[src/design/mexp_pkg.sv]
package mexp_pkg;

  // field widths
  localparam int BaseW = 30;
  localparam int ExpW  = 32;
  localparam int PowW  = 30;

  // stream payload widths, padded to whole bytes
  localparam int InDataW  = 64;
  localparam int OutDataW = 32;

  // prime modulus and the exponent that gives the inverse
  localparam logic [PowW-1:0] Modulus    = 30'd1000000007;
  localparam logic [ExpW-1:0] InverseExp = 32'd1000000005;

  // multiplier scans one operand bit per cycle
  localparam int MulBits = PowW;
  localparam int CntW    = $clog2(MulBits);

  // one step of interleaved modular multiplication: (2*r + a) mod p
  // r and a are both below the modulus
  function automatic logic [PowW-1:0] mod_step(input logic [PowW-1:0] r,
                                              input logic [PowW-1:0] a);
    logic [PowW:0] dbl;
    logic [PowW:0] sum;
    dbl = {r, 1'b0};
    if (dbl >= {1'b0, Modulus}) dbl = dbl - {1'b0, Modulus};
    sum = {1'b0, dbl[PowW-1:0]} + {1'b0, a};
    if (sum >= {1'b0, Modulus}) sum = sum - {1'b0, Modulus};
    return sum[PowW-1:0];
  endfunction

endpackage

[src/design/modular_exponentiation_core.sv]
// flow: after the input transfer, each bit of the effective exponent (at most 31 bits) takes
//   one S_STEP and one S_MUL pass; a final S_STEP leads to S_FINISH, which loads the result
// one item at a time: no new input is taken until the result is loaded; each exponent bit
//   costs one pass of the bit-serial modular multiplier plus one control state
// reset: synchronous, active high; clears the controller and the output valid
module modular_exponentiation_core (
  input  logic                               clk,
  input  logic                               rst,
  input  logic                               s_tvalid,
  output logic                               s_tready,
  // base [29:0], exponent [61:30], zeros [63:62]
  input  logic [mexp_pkg::InDataW-1:0]       s_tdata,
  output logic                               m_tvalid,
  input  logic                               m_tready,
  // power [29:0], zeros [31:30]
  output logic [mexp_pkg::OutDataW-1:0]      m_tdata
);
  import mexp_pkg::*;

  typedef enum logic [3:0] {
    S_IDLE   = 4'b0001,
    S_STEP   = 4'b0010,
    S_MUL    = 4'b0100,
    S_FINISH = 4'b1000
  } state_t;

  state_t            state;
  logic [PowW-1:0]   acc;
  logic [PowW-1:0]   sq;
  logic [ExpW-1:0]   expo;
  logic [PowW-1:0]   mplier;
  logic [PowW-1:0]   pa;
  logic [PowW-1:0]   ps;
  logic [CntW-1:0]   cnt;
  logic [PowW-1:0]   power;
  logic              out_valid;

  logic [BaseW-1:0]  in_base;
  logic [ExpW-1:0]   in_exp;
  logic [PowW-1:0]   base_red;
  logic [PowW-1:0]   pa_next;
  logic [PowW-1:0]   ps_next;
  logic              out_load;

  assign in_base = s_tdata[BaseW-1:0];
  assign in_exp  = s_tdata[BaseW+ExpW-1:BaseW];

  // base below 2^30 needs at most one subtraction
  assign base_red = (in_base >= Modulus) ? in_base - Modulus : in_base;

  // both products share the current multiplier bit of the square
  assign pa_next = mod_step(pa, mplier[PowW-1] ? acc : '0);
  assign ps_next = mod_step(ps, mplier[PowW-1] ? sq : '0);

  assign s_tready = (state == S_IDLE);
  assign out_load = (state == S_FINISH) && (!out_valid || m_tready);

  // controller
  always_ff @(posedge clk) begin
    if (rst) begin
      state <= S_IDLE;
    end else begin
      case (state)
        S_IDLE:   if (s_tvalid) state <= S_STEP;
        S_STEP:   state <= (expo == '0) ? S_FINISH : S_MUL;
        S_MUL:    if (cnt == '0) state <= S_STEP;
        S_FINISH: if (out_load) state <= S_IDLE;
        default:  state <= S_IDLE;
      endcase
    end
  end

  // datapath: square-and-multiply, lsb of exponent first; all ones -> inverse, else msb set -> 0
  always_ff @(posedge clk) begin
    case (state)
      S_IDLE: begin
        if (s_tvalid) begin
          sq <= base_red;
          if (in_exp[ExpW-1]) begin
            if (in_exp == '1) begin
              acc  <= PowW'(1);
              expo <= InverseExp;
            end else begin
              acc  <= '0;
              expo <= '0;
            end
          end else begin
            acc  <= PowW'(1);
            expo <= in_exp;
          end
        end
      end
      S_STEP: begin
        mplier <= sq;
        pa     <= '0;
        ps     <= '0;
        cnt    <= CntW'(MulBits - 1);
      end
      S_MUL: begin
        pa     <= pa_next;
        ps     <= ps_next;
        mplier <= {mplier[PowW-2:0], 1'b0};
        cnt    <= cnt - 1'b1;
        if (cnt == '0) begin
          if (expo[0]) acc <= pa_next;
          sq   <= ps_next;
          expo <= {1'b0, expo[ExpW-1:1]};
        end
      end
      default: ;
    endcase
  end

  // output register
  always_ff @(posedge clk) begin
    if (rst) begin
      out_valid <= 1'b0;
    end else if (out_load) begin
      out_valid <= 1'b1;
    end else if (m_tready) begin
      out_valid <= 1'b0;
    end
  end

  always_ff @(posedge clk) begin
    if (out_load) power <= acc;
  end

  assign m_tvalid = out_valid;
  assign m_tdata  = {{(OutDataW-PowW){1'b0}}, power};

endmodule

[config.mk]
export PLATFORM = sky130hd
export DESIGN_NAME = modular_exponentiation_core
export DESIGN_NICKNAME = d
export VERILOG_FILES = /design/src/design/mexp_pkg.sv /design/src/design/modular_exponentiation_core.sv
export SDC_FILE = /design/constraint.sdc
export NUM_CORES = 1
export LEC_CHECK = 0
export BUFFER_PORTS_ARGS = -buffer_cell sky130_fd_sc_hd__buf_2
export CAP_MARGIN = 20
export CORE_MARGIN = 2
export CORE_UTILIZATION = 45
export DETAILED_ROUTE_END_ITERATION = 6
export GPL_TIMING_DRIVEN = 0
export HOLD_SLACK_MARGIN = 0.1
export PLACE_DENSITY = 0.63
export SYNTH_ARGS = -nofsm -noshare
export SYNTH_HDL_FRONTEND = slang
export SYNTH_SLANG_ARGS = --single-unit
[constraint.sdc]
create_clock -name clk -period 10.9 [get_ports clk]
set_input_delay 1.635 -clock clk [delete_from_list [all_inputs] [get_ports clk]]
set_output_delay 1.635 -clock clk [all_outputs]
set_load 0.02 [all_outputs]
==> out/qor.txt <==
Max_cap viols - 0
Initial Util - 45.7%
GRT Total Usage - 26.4%
Final hold vios - 0
Multi-input gate area - 9570 um2
Fillers - 3483
CTS Root Cell - clkbuf_16
Total gr overflow - 0
Simple-gate portion of the synthesized area - 24.8%
Slowest stage cell, crit path - a41oi_1
Post-synth top area share - 38.9%
CTS Buf Count - 24
H-tree Lvls - 1
I/O Buffers - 97
Skew-Pair Late Insertion Delay - 0.55 ns
Ys Warns - 0
TritonCTS clock tree - built
Synth Area per Inst - 8.76 um2
Mapped cell area - 16700 um2
Global-route wire length before repair - 80.3 mm
EDFF count, synth - 216
I/O Pins - 102
Post-synth top area cell - edfxtp_1
GP Congestion - 0.937
Clock Sink Count - 221
Arr. time, crit path - 9.95 ns
Power Density - 130 nW/um2
DRT Pass-1 Iters - 7
Min-delay worst type - flip-flop to flip-flop
Final nets - 2174
Most frequent cell after synthesis - nand2_1
Endpoints failing setup - 0
Synth cell types - 95
Final instance area - 18700 um2
Worst Skew - 0.0181 ns
Core ar. - 36500 um2
Vias per cell - 6.06
Peak VDD IR - 109 uV
Final non-filler cell total - 2523
Crit Path Class - flip-flop to flip-flop
Synth Area in XOR/XNOR - 6.41%
Slowest Stage Delay on Critical Path - 1.01 ns
Die ar. - 38600 um2
Routed WL - 51.6 mm
N_diodes - 0
CP Max Fanout - 10
Clock transition at path regs - 0.06 ns
Initial antenna violation count - 0
Area Growth Syn to Fin - 12.1%
Post_cts resized - 0
Worst Hold Slack - 0.430 ns
Worst slew pin tran - 1.26 ns
Seq/Total Area, Yosys - 39.5%
Pre-CTS setup slack - 1.67 ns
Vias - 15300
Synth Area in Compound Gates - 19.5%
WL/cell - 20.5 um
Fin Setup TNS - 0 ns
Critical Path RT - 11.19 ns
Post CTS Setup Buffer Count - 0
Mapped Cells - 1903
Post-DP Area - 17900 um2
Mux cell area share after synthesis - 1.24%
Pin count of the biggest net entering global routing - 62
Ranking of synthesized cells by area - edfxtp_1 39%, nand2_1 6.7%, ha_1 5.0%
Top post-synthesis cells by count - 298 x nand2_1, 216 x edfxtp_1, 160 x nor2_1, 121 x a21oi_1, 117 x o21ai_0
Adder-cell share of the synthesized area - 5.19%
Clock Path Buffers - 3
Largest family of logic cells by synthesized area - simple AND/OR/NAND/NOR gates
Main flop type after synthesis - edfxtp_1
Final HPWL DP - 40.1 mm
Die X - 196 um
Fmax - 103 MHz
Share of layout cells above drive strength 1 - 10.4%
Cell count after placement - 2480
Async S/R FF share, synth - 0%
Core occupancy in the finished layout - 51.2%
Chip Height - 196 um
Initial DRC count - 1313
Register bit total from synthesis - 221
RSZ-0062 raised after global routing - no
Rel. slew slack - 15.1%
Crit path time final - 9.66 ns
Residual DRC count - 5
Post-CTS Hold Fix Bufs - 0
Pwr Total - 2.43 mW
Slew Viols, Final - 0
Failing checks - design-rule violations
Fin worst setup slack - 1.24 ns
Sequential cell area - 6590 um2
Final Cycle Share - 88.7%
Core Rows - 70
CP Capture Type - flip-flop
CP Launch Type - flip-flop
Vias in the first global route - 14600
Outcome - finished, violations left
Lkg Pwr - 7.10 nW
Post-route ant nets - 0
==> where the power goes <==
group | leakage, nW | internal [mW] | switching, mW
logic | 4.67 | 0.205 | 0.402
registers | 2.05 | 0.983 | 0.0242
clock network | 0.385 | 0.458 | 0.353
total | 7.10 | 1.65 | 0.779
==> layer usage <==
| layer | routed length, um | vias up | global-route usage [%] | share of wire [%] |
|---|---|---|---|---|
| li1 | - | 7313 | - | - |
| met5 | 0 | - | 0 | 0 |
| met3 | 3710 | 105 | 3.82 | 7.2 |
| met1 | 22700 | 7290 | 36.0 | 44 |
| met2 | 23600 | 575 | 43.8 | 46 |
| met4 | 1630 | 0 | 7.88 | 3.2 |
==> logic make-up after synthesis <==
| logic type | count (synthesis) |
|---|---|
| buffers and inverters | 137 |
| adders and majority gates | 68 |
| and+or+nand+nor | 847 |
| AOI/OAI and AO/OA | 487 |
| xor gates and xnor gates | 122 |
| muxes | 20 |
| other | 1 |
| DFF | 221 |
==> flip-flops by register name (all words and copies together), names as in the netlist <==
name / count
acc: 30
expo: 31
sq: 30
power: 30
pa: 30
cnt: 5
ps: 30
state: 4
mplier: 30
m_tvalid: 1
==> worst paths after layout <==
check | startpoint | end | slack (ns) | cells past startpoint
hold reg to reg | acc[14] | power[14] | 0.43 | 0
setup reg to reg | ps[4] | sq[25] | 1.24 | 28
setup / recovery | ps[4] | sq[25] | 1.24 | 28
hold / removal | acc[14] | power[14] | 0.43 | 0
==> critical path: cells and delay by family (launching register included) <==
family / cells / cell delay [ns]
AND/OR/NAND/NOR: 4 / 0.99
buffers and inverters: 6 / 1.87
adder cells (fa/ha/maj): 1 / 0.24
flip-flops: 1 / 0.44
XOR/XNOR: 1 / 0.13
AO/OA/AOI/OAI: 16 / 5.68
==> cell usage in the layout, fill, tap and decap left out, types with 29 or more instances in the layout <==
master	n
nand4_1	33
and2_1	75
a31oi_1	31
a21oi_1	121
nand3_1	68
nand2_1	297
buf_2	105
ha_1	66
a21o_1	29
nor3_1	48
xor2_1	52
o21ai_0	116
edfxtp_1	216
nor2_1	159
clkbuf_1	75
inv_1	45
xnor2_1	70
==> area by class of cell <==
class / instances / area share, %
buffer: 92 / 2.11
timing repair buffer: 108 / 3.35
sequential: 221 / 35.2
multi-input combinational: 1546 / 51.2
inverter: 45 / 0.903
clock buffer: 33 / 3.61
clock inverter: 10 / 0.529
tap: 468 / 3.13
(Power assumes the default switching activity.)
